[config.mk]
export PLATFORM = sky130hd
export DESIGN_NAME = awbd_ram
export DESIGN_NICKNAME = d
export VERILOG_FILES = /design/src/alpha_weighted_box_downsample_top_defines.svh /design/src/awbd_ram.sv
export SDC_FILE = /design/constraint.sdc
export NUM_CORES = 1
export LEC_CHECK = 0
export ABC_AREA = 0
export BUFFER_PORTS_ARGS = -buffer_cell sky130_fd_sc_hd__buf_2
export CAP_MARGIN = 20
export CORE_MARGIN = 5
export CORE_UTILIZATION = 55
export CTS_CLUSTER_DIAMETER = 40
export DETAILED_ROUTE_END_ITERATION = 7
export PLACE_DENSITY = 0.73
export SYNTH_ARGS = -nofsm -noshare
export SYNTH_HDL_FRONTEND = slang
export SYNTH_SLANG_ARGS = --single-unit
[constraint.sdc]
create_clock -name i_clk -period 3.8 [get_ports i_clk]
set_input_delay 0.38 -clock i_clk [delete_from_list [all_inputs] [get_ports i_clk]]
set_output_delay 0.38 -clock i_clk [all_outputs]
set_load 0.01 [all_outputs]
[src/alpha_weighted_box_downsample_top_defines.svh]
// Assertion macros shared by the RTL files
`ifndef ALPHA_WEIGHTED_BOX_DOWNSAMPLE_TOP_DEFINES_SVH
`define ALPHA_WEIGHTED_BOX_DOWNSAMPLE_TOP_DEFINES_SVH

// Implication checked on every edge outside reset
`define AWBD_ASSERT(label, clk, rst_n, prop) \
    label: assert property (@(posedge clk) disable iff (!rst_n) prop) \
        else $error("assertion failed");

// Implication checked on every edge, reset included
`define AWBD_ASSERT_ALWAYS(label, clk, prop) \
    label: assert property (@(posedge clk) prop) else $error("assertion failed");

`endif

[src/awbd_ram.sv]
module awbd_ram #(
    parameter int unsigned WIDTH = 8,
    parameter int unsigned DEPTH = 16
) (
    input  logic                     i_clk,
    input  logic                     i_we,
    input  logic [$clog2(DEPTH)-1:0] i_waddr,
    input  logic [WIDTH-1:0]         i_wdata,
    input  logic [$clog2(DEPTH)-1:0] i_raddr,
    output logic [WIDTH-1:0]         o_rdata
);

    logic [WIDTH-1:0] r_mem [DEPTH];

    // Single write port, registered read
    always_ff @(posedge i_clk) begin
        if (i_we) begin
            r_mem[i_waddr] <= i_wdata;
        end
        o_rdata <= r_mem[i_raddr];
    end

endmodule

# Yosys cells after proc, flatten, opt, wreduce, memory -nomap -nowiden
# Memory sizes are Yosys's and may differ from the RTL's. A register that Yosys moved wholly into a read port is not among the register bits.
# Index checks and enable logic that the tools add are counted.
# word_totals
mem_count	1
reg_bits	0
ramBits	128
output_inout_bits	8
in_bits	18
word_cells	3
# classes
n_mux	2
# memory_table
name	depth	word_bits	read_ports	rd_clocked_by_memory_dff	write_ports	line_no	rtl
r_mem	16	8	1	1	1	awbd_ram.sv:13	logic [WIDTH-1:0] r_mem [DEPTH];
# ops
op	count
$mux W1	2

# Depth between registers and ports, before layout
# Gate-level depths: netlist (run 1).
# logic_depth
depth_word	2
mapped_depth	5
mapped_depth_nobuf	3

# Least setup slack after synthesis (run 1)
# OpenSTA, ideal clock, no wires.
# synth_timing
path_kind	input -> register
from	input port i_waddr[2]
to	memory r_mem[0][0], enable pin
setup_time_ns	0.383
path_slack_ns	1.927
required_time_ns	3.417
arrival_time_ns	1.490
n_path_buf	0
path_stages	2
cell_sequence	or3b_2 > nor3_1
# synth_lines
element	line_no	rtl
from (decl)	awbd_ram.sv:7	input logic [$clog2(DEPTH)-1:0] i_waddr,
to (decl)	awbd_ram.sv:13	
# No word-level cell before the write port.

==> results of run 1 <==
sequential cells by signal, indices dropped and copies added, names as in the netlist:
signal	flops
r_mem	128
o_rdata	8
layout by cell type (no fill, tap or decap), drive strengths merged, types with 2 or more instances in the layout:
| cell | Yosys | routed |
|---|---|---|
| nand2b | 2 | 2 |
| clkinv | 0 | 6 |
| clkbuf | 0 | 18 |
| nor3 | 4 | 4 |
| a22oi | 16 | 16 |
| bufinv | 0 | 5 |
| mux4 | 32 | 32 |
| nand2 | 9 | 9 |
| clkinvlp | 0 | 3 |
| nand3b | 2 | 2 |
| dfxtp | 8 | 8 |
| edfxtp | 128 | 128 |
| buf | 7 | 29 |
| nor2 | 13 | 13 |
how the worst max path moves through the flow:
stage                     from          end  slack, ns
floorplan           i_waddr[2]  r_mem[0][0]       1.93
global placement    i_raddr[0]   o_rdata[0]       1.43
detailed placement  i_raddr[0]   o_rdata[0]       1.40
CTS                 i_raddr[0]   o_rdata[0]       1.90
global route        i_raddr[0]   o_rdata[0]       1.80
finish              i_raddr[0]   o_rdata[0]       1.97
layout make-up:
cell class              count  area share
repair buffers             29     0.02595
flip-flops and latches    136      0.6697
multi-input cells          83      0.1769
clock buffers              18     0.06990
clock inverters            14     0.03432
well taps                 111     0.02323
critical path, stage by stage:
cell	delay, ns
buf_2	0.77
mux4_1	0.67
a22oi_1	0.32
nand2_1	0.08
stage by stage:
step / hold WS, ns / util / setup WS, ns / power, uW / area (um2)
finish: 0.2445 / 0.6501 / 1.965 / 3565 / 5978
global route: 0.2335 / 0.6501 / 1.803 / 3671 / 5978
CTS: 0.2216 / 0.6501 / 1.902 / 3584 / 5978
detailed placement: 0.6653 / 0.5823 / 1.401 / 1870 / 5355
global placement: 0.6489 / 0.5823 / 1.425 / 1863 / 5355
floorplan: 0.4789 / - / 1.927 / 1805 / 5147
power by group through the flow:
stage	registers, uW	logic (uW)	clock network [uW]
2_1_floorplan	1720	85.1	0
3_3_place_gp	1720	145	0
3_5_place_dp	1720	150	0
4_1_cts	1690	151	1740
5_1_grt	1690	162	1820
6_report	1690	148	1730
metal layers:
layer,global-route usage,vias to the layer above,wire (um)
met5,0,-,0
met2,0.2954,93,4999
met3,0.05659,7,622
met4,0.06027,0,104
li1,-,1050,-
met1,0.2607,1253,4098
kinds of logic after synthesis:
logic type	count (synthesis)	synth area share
flip-flops	136	0.7778
AO/OA/AOI/OAI	16	0.02334
AND/OR/NAND/NOR	35	0.03184
multiplexers	32	0.1502
buffers and inverters	10	0.01677
==> qor.txt, run 1 <==
status: complete, no violations
drt total wl: 9824 um
number of max-cap violations: 0
crit end category: register
first-pass GRT wire length: 15110 um
PostCTS Resize Cnt: 0
largest net degree at the start of global routing: 33
DRT Pass-1 Iters: 4
Register-to-Register Path Depth: 3
mapped cell area: 5147 um2
Primary FF master, synth: edfxtp_1
Slew HR: 0.3046
area occupied by multi-input gates: 1057 um2
yosys warns: 0
Cell variety after synth: 19
Setup Viol. Count Final: 0
sequential share of power: 0.474
row cnt: 35
I/O Pins: 26
Post-CTS Setup Repair Bufs: 0
R2R Setup Slk: 2.40 ns
DR vias/cell: 6.146
Critical Path Start Type: input port
1st-iter DRT viols: 241
H-tree depth: 4
worst endpoint required time: 4.20 ns
Vias: 2403
switching power: 702.8 uW
Gate power share: 0.041
hold_buf cts: 0
worst r2r src: r_mem[1][0]
Post-DRT Antenna Nets: 0
Area Overhead vs Synth: 16.14%
final RePlAce weighted congestion: 0.7452
Die Span Y: 106.7 um
Gate Count Post-Synth: 229
WHS Endpoint: r_mem[6][0]
Post-synth top cells: edfxtp_1, mux4_2, a22oi_1
syn_nets: 247
RR Endpoint: o_rdata[0]
Port Buffer Count: 25
WL/cell: 25.13 um
Avg Cell Area, Syn: 22.48 um2
ys async rst share: 0
Worst Hold Class: in -> reg
Least-Margin Pin Slew: 1.043 ns
CTS Buf Count: 17
portion of total power attributed to the clock network: 0.485
fin nets: 285
vias in the first global route: 2532
initial core utilization: 0.5597
FF+latch count, synth: 136
pwr dens: 596.4 nW/um2
internal power: 2862 uW
Clock Latency Late Sink: 0.52 ns
Final Critical Period: 1.835 ns
Root Buffer: clkbuf_8
top-count cell post-synth: edfxtp_1
top cell type's share of synthesized area: 0.7467
Hold Crit Start: i_wdata[0]
Final Slew Violations: 0
Tcrit/Tclk final: 0.4828
GRT Overall Usage: 0.1894
Inst Count DP: 359
Yosys top cell by area: edfxtp_1
TritonCTS Sinks: 136
sequential share of the synthesized area: 0.7778
Sw Ratio: 0.1971
P_leak: 0.002013 uW
non-filler instance count after layout: 391
critical path type: in -> reg
fmax: 545.0 MHz
CTS tree: done
die width: 106.7 um
unrepaired setup endpoints after global routing: no
register area: 4004 um2
layout cells sized above 1: 0.2786
DRC: 0
Worst-path clk slew: 0.06 ns
gr ovfl total: 0
final sum of negative setup slack: 0 ns
maximum vdd ir drop: 309.7 uV
Die ar.: 11390 um2
Post-synth EDFFs: 128
Critical Path Fanout Max: 32
Hold Path Cell Cnt: 1
core area: 9196 um2
hpwl dp: 5875 um
Max clock buf depth: 2
Final Skew: 0.008367 ns
antenna violations before repair: 0
Fin. Hold Viols: 0
WP data arrival: 2.24 ns
Diodes inserted: 0
Layout fillers: 600
top post-synthesis cells by area: edfxtp_1, mux4_2, mux4_1
No activity file was read; power rests on OpenSTA's default activity.
==> run 2: changes to the inputs <==
--- a/config.mk
+++ b/config.mk
@@ -9,10 +9,10 @@
 export BUFFER_PORTS_ARGS = -buffer_cell sky130_fd_sc_hd__buf_2
 export CAP_MARGIN = 20
 export CORE_MARGIN = 5
-export CORE_UTILIZATION = 55
+export CORE_UTILIZATION = 54
 export CTS_CLUSTER_DIAMETER = 40
 export DETAILED_ROUTE_END_ITERATION = 7
-export PLACE_DENSITY = 0.73
+export PLACE_DENSITY = 0.74
 export SYNTH_ARGS = -nofsm -noshare
 export SYNTH_HDL_FRONTEND = slang
 export SYNTH_SLANG_ARGS = --single-unit
==> constraint.sdc (replaced) <==
create_clock -name i_clk -period 1.5 [get_ports i_clk]
set_input_delay 0.15 -clock i_clk [delete_from_list [all_inputs] [get_ports i_clk]]
set_output_delay 0.15 -clock i_clk [all_outputs]
set_load 0.01 [all_outputs]
==> qor.txt, run 2 (same netlist as run 1, synthesis figures left out) <==
pwr dens: 1408 nW/um2
antenna violations before repair: 0
unrepaired setup endpoints after global routing: no
PostCTS Resize Cnt: 0
row cnt: 35
layout cells sized above 1: 0.3267
commonest non-fill, non-tap cell in the layout: edfxtp_1
1st-iter DRT viols: 233
portion of total power attributed to the clock network: 0.458
Slew HR: 0.4730
initial core utilization: 0.5544
TritonCTS Sinks: 136
crit end category: register
worst endpoint required time: 1.89 ns
gr ovfl total: 0
Final Skew: 0.009432 ns
Post-DRT Antenna Nets: 0
Final Critical Period: 1.374 ns
largest net degree at the start of global routing: 24
most frequent cells in the layout: edfxtp_1, buf_2, buf_4
Setup Viol. Count Final: 0
vias in the first global route: 2534
switching power: 1717 uW
Sw Ratio: 0.1984
I/O Pins: 26
internal power: 6939 uW
Port Buffer Count: 25
Area Overhead vs Synth: 19.40%
hold_buf cts: 0
WP data arrival: 1.76 ns
Hold WS: 0.02169 ns
register area: 4004 um2
fin nets: 305
Diodes inserted: 0
GRT Overall Usage: 0.1890
Post-CTS Setup Repair Bufs: 0
final RePlAce weighted congestion: 0.8192
non-filler instance count after layout: 429
Most flops, register: r_mem
Die Span Y: 107.6 um
first-pass GRT wire length: 15090 um
Critical Path Start Type: register
Tcrit/Tclk final: 0.9163
WL/cell: 23.04 um
fmax: 727.6 MHz
Least-Margin Pin Slew: 0.7888 ns
Layout fillers: 600
Critical Path Fanout Max: 1
DRT Pass-1 Iters: 5
maximum vdd ir drop: 883.6 uV
Inst Count DP: 397
DRC: 0
area occupied by multi-input gates: 1062 um2
Clock Latency Late Sink: 0.52 ns
status: complete, no violations
Worst-path clk slew: 0.06 ns
die width: 107.6 um
number of max-cap violations: 0
critical path type: reg -> reg
Vias: 2491
max reg flops: 128
CTS Buf Count: 17
Max clock buf depth: 2
H-tree depth: 4
hpwl dp: 6430 um
final sum of negative setup slack: 0 ns
Die ar.: 11590 um2
Gate power share: 0.048
CTS tree: done
Worst Hold Class: in -> reg
Fin. Hold Viols: 0
Root Buffer: clkbuf_8
Final Slew Violations: 0
core area: 9284 um2
P_leak: 0.002110 uW
drt total wl: 9884 um
Regs by FF count: r_mem: 128 flops, o_rdata: 8 flops
DR vias/cell: 5.807
sequential share of power: 0.494
==> run 2: changes by cell type in the layout (fill, tap and decap cells not counted) <==
| cell | previous run | this run |
|---|---|---|
| bufinv_16 | 5 | 3 |
| buf_12 | 0 | 3 |
| nor3_1 | 4 | 3 |
| nor3_2 | 0 | 1 |
| buf_4 | 4 | 21 |
| clkinv_4 | 1 | 2 |
| clkinv_1 | 1 | 2 |
==> run 2: path summary, 6_finish.rpt <==
| kind | start | to | slack (ns) | depth (start not counted) |
|---|---|---|---|---|
| setup / recovery | r_mem[2][5] | o_rdata[5] | 0.13 | 3 |
| hold / removal | i_wdata[1] | r_mem[11][1] | 0.02 | 1 |
| setup reg to reg | r_mem[2][5] | o_rdata[5] | 0.13 | 3 |
| hold reg to reg | r_mem[13][1] | o_rdata[1] | 0.67 | 3 |
==> run 2: power groups by stage <==
| stage | logic, uW | clock network [uW] | registers [uW] |
|---|---|---|---|
| floorplan | 216 | 0 | 4360 |
| global placement | 403 | 0 | 4350 |
| detailed placement | 417 | 0 | 4360 |
| CTS | 420 | 4010 | 4280 |
| global route | 453 | 4220 | 4280 |
| finish | 415 | 3960 | 4280 |
==> run 2: area by class of cell <==
type,instances,share of cell area
Timing Repair Buffer,49,0.05578
Tap cell,129,0.02626
Multi-Input combinational cell,83,0.1728
Clock buffer,18,0.06800
Sequential cell,136,0.6515
Clock inverter,14,0.02565
==> run 2: layer usage <==
metal | track usage | part of all wire | up-vias
met5 | 0 | 0 | -
met1 | 0.2486 | 0.39 | 1273
li1 | - | - | 1086
met2 | 0.3002 | 0.51 | 122
met3 | 0.06059 | 0.091 | 10
met4 | 0.06492 | 0.014 | 0
==> run 2: critical path, stage by stage, from the launching register on <==
cell and delay (ns):
edfxtp_1 0.38, mux4_1 0.49, a22oi_1 0.28, nand2_1 0.10
==> run 2: stage by stage <==
step / utilization / setup slack, ns / total power (uW) / area [um2]
2_1_floorplan: - / 0.08385 / 4574 / 5152
3_3_place_gp: 0.6000 / -0.05690 / 4755 / 5570
3_5_place_dp: 0.6000 / -0.1191 / 4774 / 5570
4_1_cts: 0.6620 / 0.1309 / 8712 / 6146
5_1_grt: 0.6620 / 0.004468 / 8958 / 6146
6_report: 0.6620 / 0.1255 / 8656 / 6146
