===== src/alpha_weighted_box_downsample_top_defines.svh =====
// Assertion macros shared by the RTL files
`ifndef ALPHA_WEIGHTED_BOX_DOWNSAMPLE_TOP_DEFINES_SVH
`define ALPHA_WEIGHTED_BOX_DOWNSAMPLE_TOP_DEFINES_SVH

// Implication checked on every edge outside reset
`define AWBD_ASSERT(label, clk, rst_n, prop) \
    label: assert property (@(posedge clk) disable iff (!rst_n) prop) \
        else $error("assertion failed");

// Implication checked on every edge, reset included
`define AWBD_ASSERT_ALWAYS(label, clk, prop) \
    label: assert property (@(posedge clk) prop) else $error("assertion failed");

`endif


===== src/awbd_pkg.sv =====
package awbd_pkg;

    // Register indexes of the configuration port
    localparam logic [1:0] REG_WIDTH  = 2'd0;
    localparam logic [1:0] REG_HEIGHT = 2'd1;
    localparam logic [1:0] REG_FACTOR = 2'd2;

    // Accumulator widths
    localparam int unsigned AW = 16;
    localparam int unsigned CW = 24;
    localparam int unsigned SW = AW + 3 * CW;

    // Sums for one output column
    typedef struct packed {
        logic [AW-1:0] a;
        logic [CW-1:0] r;
        logic [CW-1:0] g;
        logic [CW-1:0] b;
    } t_sums;

    // Request to the divide unit
    typedef struct packed {
        logic [CW-1:0] r;
        logic [CW-1:0] g;
        logic [CW-1:0] b;
        logic [AW-1:0] a;
        logic [AW-1:0] asum_num;
        logic [9:0]    samples;
        logic          last;
    } t_div_req;

endpackage


===== src/awbd_div.sv =====
`include "alpha_weighted_box_downsample_top_defines.svh"

// Restoring divider: four rounded quotients, one bit of each per cycle
module awbd_div (
    input  logic                i_clk,
    input  logic                i_rst_n,
    input  logic                i_start,
    input  awbd_pkg::t_div_req  i_req,
    output logic                o_busy,
    output logic                o_done,
    output logic [31:0]         o_pixel,
    output logic                o_last
);

    localparam int unsigned NB = awbd_pkg::CW + 1;

    logic [4:0]                r_cnt;
    logic                      r_busy;
    logic                      r_done;
    logic                      r_zero;
    logic                      r_last;
    logic [NB-1:0]             r_num [4];
    logic [NB-1:0]             r_rem [4];
    logic [NB-1:0]             r_quo [4];
    logic [awbd_pkg::AW-1:0]   r_den [4];
    logic [NB-1:0]             n_rem [4];
    logic [NB-1:0]             w_try [4];

    // One restoring step for each lane
    always_comb begin
        for (int k = 0; k < 4; k++) begin
            w_try[k] = {r_rem[k][NB-2:0], r_num[k][NB-1]};
            n_rem[k] = (w_try[k] >= NB'(r_den[k])) ? w_try[k] - NB'(r_den[k]) : w_try[k];
        end
    end

    always_ff @(posedge i_clk) begin
        if (!i_rst_n) begin
            r_busy <= 1'b0;
            r_done <= 1'b0;
            r_cnt  <= '0;
        end else begin
            r_done <= 1'b0;
            if (i_start) begin
                r_busy <= 1'b1;
                r_cnt  <= 5'(NB - 1);
            end else if (r_busy) begin
                if (r_cnt == '0) begin
                    r_busy <= 1'b0;
                    r_done <= 1'b1;
                end
                r_cnt <= r_cnt - 5'd1;
            end
        end
        // Datapath
        if (i_start) begin
            r_zero   <= (i_req.a == '0);
            r_last   <= i_req.last;
            r_num[0] <= NB'(i_req.asum_num) + NB'(i_req.samples >> 1);
            r_den[0] <= awbd_pkg::AW'(i_req.samples);
            r_num[1] <= NB'(i_req.r) + NB'(i_req.a >> 1);
            r_num[2] <= NB'(i_req.g) + NB'(i_req.a >> 1);
            r_num[3] <= NB'(i_req.b) + NB'(i_req.a >> 1);
            for (int k = 1; k < 4; k++) begin
                r_den[k] <= i_req.a;
            end
            for (int k = 0; k < 4; k++) begin
                r_rem[k] <= '0;
                r_quo[k] <= '0;
            end
        end else if (r_busy) begin
            for (int k = 0; k < 4; k++) begin
                r_rem[k] <= n_rem[k];
                r_quo[k] <= {r_quo[k][NB-2:0], (w_try[k] >= NB'(r_den[k]))};
                r_num[k] <= {r_num[k][NB-2:0], 1'b0};
            end
        end
    end

    assign o_busy  = r_busy;
    assign o_done  = r_done;
    assign o_last  = r_last;
    assign o_pixel = r_zero ? 32'd0 :
        {r_quo[0][7:0], r_quo[1][7:0], r_quo[2][7:0], r_quo[3][7:0]};

    `AWBD_ASSERT(a_no_restart, i_clk, i_rst_n, (r_busy |-> !i_start))
    `AWBD_ASSERT(a_done_after_busy, i_clk, i_rst_n, (r_done |-> $past(r_busy)))
    `AWBD_ASSERT_ALWAYS(a_done_pulse, i_clk, (r_done |=> !r_done))

endmodule

===== config.mk =====
export PLATFORM = sky130hd
export DESIGN_NAME = awbd_div
export DESIGN_NICKNAME = d
export VERILOG_FILES = /design/src/awbd_pkg.sv /design/src/awbd_div.sv
export VERILOG_INCLUDE_DIRS = /design/src /design/src/src
export SDC_FILE = /design/constraint.sdc
export NUM_CORES = 1
export LEC_CHECK = 0
export BUFFER_PORTS_ARGS = -buffer_cell sky130_fd_sc_hd__buf_2
export CORE_MARGIN = 4
export CORE_UTILIZATION = 55
export DETAILED_ROUTE_END_ITERATION = 10
export GPL_TIMING_DRIVEN = 0
export HOLD_SLACK_MARGIN = 0.03
export PLACE_DENSITY = 0.75
export RECOVER_POWER = 25
export SLEW_MARGIN = 20
export SYNTH_ARGS = -nofsm -noshare
export SYNTH_HDL_FRONTEND = slang
export SYNTH_SLANG_ARGS = --single-unit
export TNS_END_PERCENT = 5

===== constraint.sdc =====
create_clock -name i_clk -period 7.4 [get_ports i_clk]
set_input_delay 0.74 -clock i_clk [delete_from_list [all_inputs] [get_ports i_clk]]
set_output_delay 0.74 -clock i_clk [all_outputs]
set_load 0.05 [all_outputs]

## After elaboration in Yosys (flattened, before gate mapping)

Memory sizes are Yosys's and may differ from the RTL's.
Cells that the tools add are included.

- Add/subtract/negate cells: 9
- Magnitude comparators: 4
- Muxes and demuxes: 28
- Bitwise logic cells: 14
- Reduce and logical (&&, ||, !) cells: 5

Operators with widths:

| cell | number |
|---|---|
| $mux W25 | 16 |
| $ge A25 B16 Y1 | 4 |
| $sub A25 B16 Y25 | 4 |
| $add A24 B15 Y25 | 3 |
| $mux W32 | 1 |
| $add A16 B9 Y17 | 1 |
| $logic_not A16 Y1 | 1 |
| $or A1 B1 Y1 | 12 |
| $mux W5 | 2 |
| $mux W1 | 9 |
| $logic_not A5 Y1 | 1 |
| $sub A5 B1 Y5 const B | 1 |
| $reduce_or A3 Y1 | 1 |
| $not A1 Y1 | 2 |
| $reduce_bool A2 Y1 | 1 |
| $reduce_or A2 Y1 | 1 |

- Bits in registers: 9
- Bits in writable memories: 364
- Input bits: 118
- Output and inout bits: 35
- Logic and storage cells: 70
- Memories: 4

Memory list:

| name | depth | width | read ports | clocked after Yosys merged registers in | write ports | line | source |
|---|---|---|---|---|---|---|---|
| r_num | 4 | 25 | 4 | 0 | 4 | awbd_div.sv:22 | `logic [NB-1:0] r_num [4];` |
| r_quo | 4 | 25 | 4 | 0 | 4 | awbd_div.sv:24 | `logic [NB-1:0] r_quo [4];` |
| r_rem | 4 | 25 | 4 | 0 | 4 | awbd_div.sv:23 | `logic [NB-1:0] r_rem [4];` |
| r_den | 4 | 16 | 4 | 0 | 4 | awbd_div.sv:25 | `logic [awbd_pkg::AW-1:0] r_den [4];` |

## Logic depth before layout (Yosys ltp)

Gate-level depths: netlist (run 1).

- Depth in word-level cells: 4
- Gate-level depth with buffers: 12
- Mapped depth without buffers: 11

## Worst setup path before layout (run 1)

No wires, ideal clock.

- Path kind: in2reg
- Start: input i_start
- End: memory r_num[0][10] (netlist name), enable pin
- Setup time: 0.576 ns
- Arrival time: 5.678 ns
- Required time: 6.824 ns
- Path slack: 1.146 ns
- Stages on the path: 4
- Buffers on the path: 2
- Cells stage by stage: clkbuf_1 > clkbuf_1 > nor2_1 > inv_1

RTL lines:

| element | line | source |
|---|---|---|
| start, declared | awbd_div.sv:7 | `input logic i_start,` |
| end, declared | awbd_div.sv:22 |  |

==> impl_results.md, run 1 <==
* First-pass DRT Iterations at 6
* CTS Hold Buffers Added at 0
* Syn Std Cell Area at around 17000 sq um
* Width of the die at 185 microns
* Hold Crit Class: in2reg
* Die span in y at about 180 microns
* Mapped Cells at around 1.7k
* PostCTS Resize Cnt at 0
* Vias in the first global route at approximately 14k
* WL per Instance at 20.0 microns
* Grt total ovfl at 0
* Leak pwr at between 7 and 8 nW
* FFs w/ async S/R, synth at 0%
* Setup ws final at 2.59 ns
* RSZ-0062 raised after global routing: false
* Fin cells at between 2k and 2.5k
* Initial antenna violation count at 7
* Top-count cell post-synth: edfxtp_1
* Core ar. at around 31000 sq um
* Clk slew on worst S/H paths at approximately 0.06 ns
* Final antenna-violating net count at 0
* Share of the synthesized area in the top cell type at roughly 44%
* Syn Area/Cell at 9.85 sq um
* CP Launch Point: i_start
* 1st-iter DRT viols at between 1k and 1.5k
* Adder-cell share of the synthesized area at between 9 and 10%
* IO Count at between 150 and 200
* Clock Path Buffers at 3
* Detailed Place HPWL at 34400 microns
* Clock Skew at between 0.01 and 0.015 ns
* Sinks on the clock net at 263
* Starting Density at a little under three fifths
* P&R area growth vs syn at 12.6%
* Die area at between 30000 and 40000 sq um
* Detailed Route WL at 46900 microns
* Worst Tran Pin Value at between 1.5 and 2 ns
* Post-CTS Setup Repair Bufs at 0
* Nets@finish at roughly 2.2k
* Worst r2r dst: r_rem[2][7]
* Worst r2r src: r_den[3][1]
* Via/cell ratio at 6.20
* Synth top area cells: edfxtp_1 (44%), ha_1 (8.3%), nand2_1 (3.8%)
* Max Freq at about 210 MHz
* Port Buf Inserts at 152
* CP arrival at between 5 and 6 ns
* Clock Tree Root: clkbuf_16
* Worst r2r path cells at 10
* Worst-path cell chain: clkbuf_1 -> clkbuf_1 -> clkbuf_1 -> nor2_1 -> inv_8 -> buf_16 -> buf_16
* First-pass GRT wire length at around 73000 microns
* MaxCap Viol Count at 1
* Complex-gate fraction of the synthesized area at about 17%
* Layout cells sized above 1 at 8.57%
* Clock tree from TritonCTS: yes
* Final Cycle Share at between 60 and 70%
* Critical Path Sink: r_quo[0][6]
* # setup viols final at 0
* Largest family of logic cells by synthesized area: simple AND/OR/NAND/NOR gates
* Most common flop cell mapped by yosys: edfxtp_1
* Synth top cells by count: edfxtp_1 (253), nand2_1 (174), nor2_1 (151)
* Crit. End Element: register
* Top cell type by total area after synthesis: edfxtp_1
* Post-Synth XOR/XNOR Area at around 5.9%
* Cell repeated most along the worst path: clkbuf_1
* Final min period at about 4.8 ns
* Remaining DRCs at 0
* Synth cell types at just over 70
* Startpoint types: primary input
* Clock latency on the worst-skew pair at roughly 0.55 ns
* Placer Congestion at between 0.9 and 1
* Placed cell count at 2291
* Pwr/cell area at between 200 and 250 nW/um^2
* Via Count at around 15k
* Post-Syn Nets at around 2.0k
* Post-Route Setup TNS at 0 ns
* Synthesized-area fraction occupied by and/or/nand/nor cells at 18.1%
* Synthesized flop and latch total at 263
* GRT Total Usage at 26.7%
* Std cell rows at 64
* Final hold vios at 0
* Reg2Reg Setup Slack at 3.56 ns
* Status: complete, but fails checks
* Worst vdd ir at between 0.2 and 0.25 mV
* Post-synth EDFFs at between 200 and 300
* Ys Warns at 0
* Max-slew violations at 30
* Post-synthesis mux area share at 1.34%
* Maximum fanout along the worst path at between 90 and 100
* Violated checks: max-capacitance violations, max-slew violations
* Fill cell count at between 2k and 3k
* CTS Buf Count at 29
* Max incr delay on CP at roughly 1.3 ns
* Critical Path RT at about 7.6 ns
* Largest net degree at the start of global routing at 95
* Antenna diodes at 0
* CP max stage cell: clkbuf_1
* H-tree depth at 1
* CP Class: in2reg
* Sequential share of the synthesized area at a little under half
* Pre-CTS WS at 2.75 ns
* Slew headroom at -23.3%
-- registers in the layout (all words and copies together), names as in the netlist --
signal  cells
o_busy      1
r_num     100
o_last      1
r_den      26
r_quo      32
r_cnt       5
o_done      1
r_rem      96
r_zero      1
-- logic make-up after synthesis --
| family | Yosys count |
|---|---|
| buffers and inverters | 141 |
| xor gates and xnor gates | 116 |
| AOI/OAI and AO/OA | 450 |
| DFF | 263 |
| and+or+nand+nor | 626 |
| muxes | 23 |
| adders and majority gates | 122 |
-- how the worst min path moves through the flow --
| stage | startpoint | to | slack (ns) | depth (start not counted) |
|---|---|---|---|---|
| floorplan | r_num[0][0] | r_num[0][0] | 0.44 | 1 |
| global placement | r_num[1][0] | r_num[1][0] | 0.47 | 1 |
| detailed placement | r_num[1][0] | r_num[1][0] | 0.46 | 1 |
| CTS | i_req[0] | o_last | 0.36 | 1 |
| global route | i_req[0] | o_last | 0.37 | 1 |
| finish | i_req[0] | o_last | 0.37 | 1 |
-- routing by layer --
layer,global-route usage (%),wire length (microns)
met2,43.3,21500
met4,9.46,1830
met1,36.1,19200
met3,4.99,4360
met5,0,102
-- placed cells by master, fill, tap and decap left out, drive strengths merged, types with 7 or more instances in the layout --
master / count
nor3: 35
a21boi: 10
a211oi: 23
o31ai: 13
o21bai: 14
nor2b: 45
a31oi: 17
o211ai: 13
nor2: 152
and2: 9
and3: 55
a21o: 30
o21a: 19
nand4: 11
clkinv: 14
buf: 98
nor4: 25
nand2: 174
inv: 81
fa: 8
o21ai: 116
xor2: 50
dfxtp: 10
clkbuf: 151
or4: 13
or3: 30
mux2i: 23
edfxtp: 253
a21oi: 130
ha: 114
nand3: 41
a22o: 12
nand2b: 7
xnor2: 66
-- critical path, delay by kind of cell --
family | cells | cell delay, ns
AND/OR/NAND/NOR | 1 | 0.32
buffers and inverters | 6 | 3.85
-- metrics by stage --
stage / area, sq um / power (mW) / util, % / hold WS, ns
5_1_grt: 19300 / 4.64 / 63.0 / 0.366
2_1_floorplan: 17200 / 2.73 / - / 0.442
4_1_cts: 19400 / 4.44 / 63.2 / 0.361
3_5_place_dp: 18500 / 3.02 / 60.2 / 0.462
6_report: 19300 / 4.44 / 63.0 / 0.373
3_3_place_gp: 18400 / 3.00 / 60.0 / 0.471
-- layout make-up --
cell class / count / area [sq um] / area share, %
multi-input combinational: 1337 / 8810 / 45.6
tap: 396 / 495 / 2.56
inverter: 82 / 315 / 1.63
buffer: 59 / 241 / 1.25
clock buffer: 36 / 762 / 3.94
sequential: 263 / 7800 / 40.4
timing repair buffer: 154 / 739 / 3.83
clock inverter: 17 / 161 / 0.835
-- power breakdown --
part	switching (mW)	internal (mW)	total [mW]	leakage [nW]
registers	0.0767	1.83	1.90	2.74
logic	0.678	0.428	1.11	4.68
clock network	0.601	0.831	1.43	0.456
total	1.36	3.08	4.44	7.88
Note: power is estimated with default switching activity, not from simulation.
==> run 2, diff against run 1 <==
Settings changed: ABC_AREA set to 1, PLACE_DENSITY 0.75 to 0.77.
Clock period 7.4 ns to 4.3 ns, I/O delays scaled along.
==> impl_results.md, run 2 <==
* Critical hold path startpoint: i_req[6]
* Placed cell count at between 3k and 4k
* Clock tree from TritonCTS: yes
* Nets@finish at roughly 3.6k
* Top cell type by total area after synthesis: edfxtp_1
* Top flop regs: r_num x100, r_rem x96, r_quo x32
* IO Count at around 150
* Largest net degree at the start of global routing at approximately 100
* Fin cells at approximately 3.9k
* GRT Total Usage at 28.1%
* Final min period at around 3.1 ns
* Worst Tran Pin Value at 1.96 ns
* Maximum fanout along the worst path at 32
* Vias in the first global route at 19.2k
* Leak pwr at between 10 and 15 nW
* Worst r2r path cells at 13
* Width of the die at just over 200 microns
* Fill cell count at ~3.6k
* Synth top area cells: edfxtp_1 (36%), nand2_1 (21%), inv_1 (9.4%)
* Die area at 41800 sq um
* MaxCap Viol Count at 1
* 1st-iter DRT viols at roughly 1.4k
* Startpoint types: primary input
* Synth top cells by count: nand2_1 (1160), inv_1 (530), nor2_1 (501)
* Sinks on the clock net at 263
* Max-slew violations at 33
* Clock Path Buffers at 3
* Worst vdd ir at a little under 0.3 mV
* Crit. End Element: register
* Sequential cell area at a little under 8000 sq um
* Most frequent cells in the layout: nand2_1 (1159), inv_1 (531), nor2_1 (501)
* Grt total ovfl at 0
* Post-synth EDFFs at 253
* Violated checks: max-capacitance violations, max-slew violations
* Met3 Use GR at under 10%
* Ys Warns at 0
* Clock latency on the worst-skew pair at ~0.58 ns
* Met1 usage at 37.6%
* Die span in y at 204 microns
* Largest Register: r_num
* CP arrival at around 3.4 ns
* Clock Skew at 0.0167 ns
* Share of the synthesized area in the top cell type at between 30% and 40%
* Most common flop cell mapped by yosys: edfxtp_1
* Max reg flops at 100
* WHS Path Cells at 1
* Clock Tree Root: clkbuf_16
* Pwr/cell area at around 360 nW/um^2
* Detailed Route WL at ~60000 microns
* Synth cell types at 43
* Via/cell ratio at about 5.2
* Max Freq at 326 MHz
* P&R area growth vs syn at 12.1%
* Final hold vios at 0
* Via Count at 20.4k
* CP Class: in2reg
* Starting Density at between 50% and 60%
* Hold Crit Class: in2reg
* Syn Std Cell Area at about 21000 sq um
* Clk slew on worst S/H paths at about 0.060 ns
* Final antenna-violating net count at 0
* Worst r2r src: r_den[3][1]
* Multi-input logic area at approximately 11000 sq um
* FFs w/ async S/R, synth at 0%
* GR met2 Demand/Resource at 47.2%
* Post-CTS Setup Repair Bufs at 0
* Critical Path RT at roughly 4.6 ns
* CTS Buf Count at 30
* Synthesized flop and latch total at approximately 260
* Std cell rows at 71
* Slew headroom at -30.9%
* WL per Instance at about 15 microns
* Top-count cell post-synth: nand2_1
* First-pass DRT Iterations at 6
* Detailed Place HPWL at 46600 microns
* Reg2Reg Setup Slack at 1.71 ns
* # setup viols final at 0
* Layout cells sized above 1 at under 10%
* Sequential share of the synthesized area at a little under two fifths
* Worst r2r dst: r_rem[3][14]
* Remaining DRCs at 0
* H-tree depth at 1
* Mapped Cells at 3189
* Commonest non-fill, non-tap cell in the layout: nand2_1
* Status: complete, but fails checks
* Initial antenna violation count at 4
* Final Cycle Share at a little under three quarters
* Top Usage Layer GRT: met2
* Post-Syn Nets at 3429
* Core ar. at 37800 sq um
* Power Total at approximately 8.6 mW
* RSZ-0062 raised after global routing: false
* WHS Endpoint: r_den[0][5]
* Syn Area/Cell at about 6.7 sq um
* Port Buf Inserts at 151
* Placer Congestion at approximately 0.97
* First-pass GRT wire length at about 95000 microns
==> run 2: layer usage <==
| metal | share of wire, % | routed length [microns] | vias up |
|---|---|---|---|
| met5 | 0.055 | 33 | - |
| met3 | 5.5 | 3280 | 125 |
| li1 | - | - | 10400 |
| met2 | 47 | 28000 | 548 |
| met1 | 44 | 26300 | 9336 |
| met4 | 4.0 | 2400 | 4 |
==> run 2: critical path, stage by stage <==
cell      delay (ns)
clkbuf_1        1.37
nor2_8          0.13
inv_1           0.34
clkbuf_1        0.58
buf_2           0.38
nor2_1          0.10
==> run 2: layout make-up <==
type,count,share of cell area [%]
Multi-Input combinational cell,2334,46.7
Sequential cell,263,32.8
Inverter,542,8.55
Clock buffer,40,3.61
Timing Repair Buffer,157,3.42
Tap cell,511,2.69
Buffer,50,1.24
Clock inverter,16,1.01
Antenna cell,2,0.0210
==> run 2: cell families (layout without fill, tap and decap cells) <==
family                     after synthesis  count (layout)  synth area share [%]
adders and majority gates              122             122                  7.47
DFF                                    263             263                  36.7
buffers and inverters                  592             805                  11.0
AOI/OAI and AO/OA                      181             181                  4.83
and+or+nand+nor                       1984            1984                  38.1
xor gates and xnor gates                47              47                  1.94
other                                    0               2                     0
==> run 2: power by group <==
part / leakage, nW / internal, mW / switching (mW)
Clock: 0.539 / 1.76 / 1.08
Sequential: 2.73 / 3.14 / 0.129
Combinational: 8.85 / 0.813 / 1.69
Total: 12.1 / 5.72 / 2.90
==> run 2: timing repair <==
item / CTS / global route
resized for setup: 0 / 0
hold endpoints to repair: 4 / 0
hold buffers: 4 / 0
==> run 2: per-stage QoR <==
| stage | hold slack, ns | setup slack, ns | utilization, % | setup TNS (ns) | cell area, sq um |
|---|---|---|---|---|---|
| after detailed placement | 0.462 | 1.22 | 60.0 | 0 | 22700 |
| after global routing | 0.0821 | 0.960 | 62.9 | 0 | 23800 |
| after floorplan | 0.440 | 0.120 | - | 0 | 21200 |
| final | 0.0918 | 1.23 | 62.9 | 0 | 23800 |
| after global placement | 0.455 | -1.50 | 59.8 | -334.38 | 22600 |
| after CTS | 0.0324 | 1.68 | 63.0 | 0 | 23800 |
==> run 2: worst max path at each step <==
| stage | startpoint | end | slack [ns] | cells past startpoint |
|---|---|---|---|---|
| finish | i_start | r_num[0][24] | 1.23 | 6 |
| global route | i_start | r_quo[0][1] | 0.96 | 6 |
| CTS | r_den[3][1] | r_rem[3][14] | 1.68 | 13 |
| detailed placement | i_req[28] | r_num[2][24] | 1.22 | 13 |
| global placement | i_start | r_num[2][0] | -1.50 | 4 |
| floorplan | o_busy | r_num[0][10] | 0.12 | 2 |
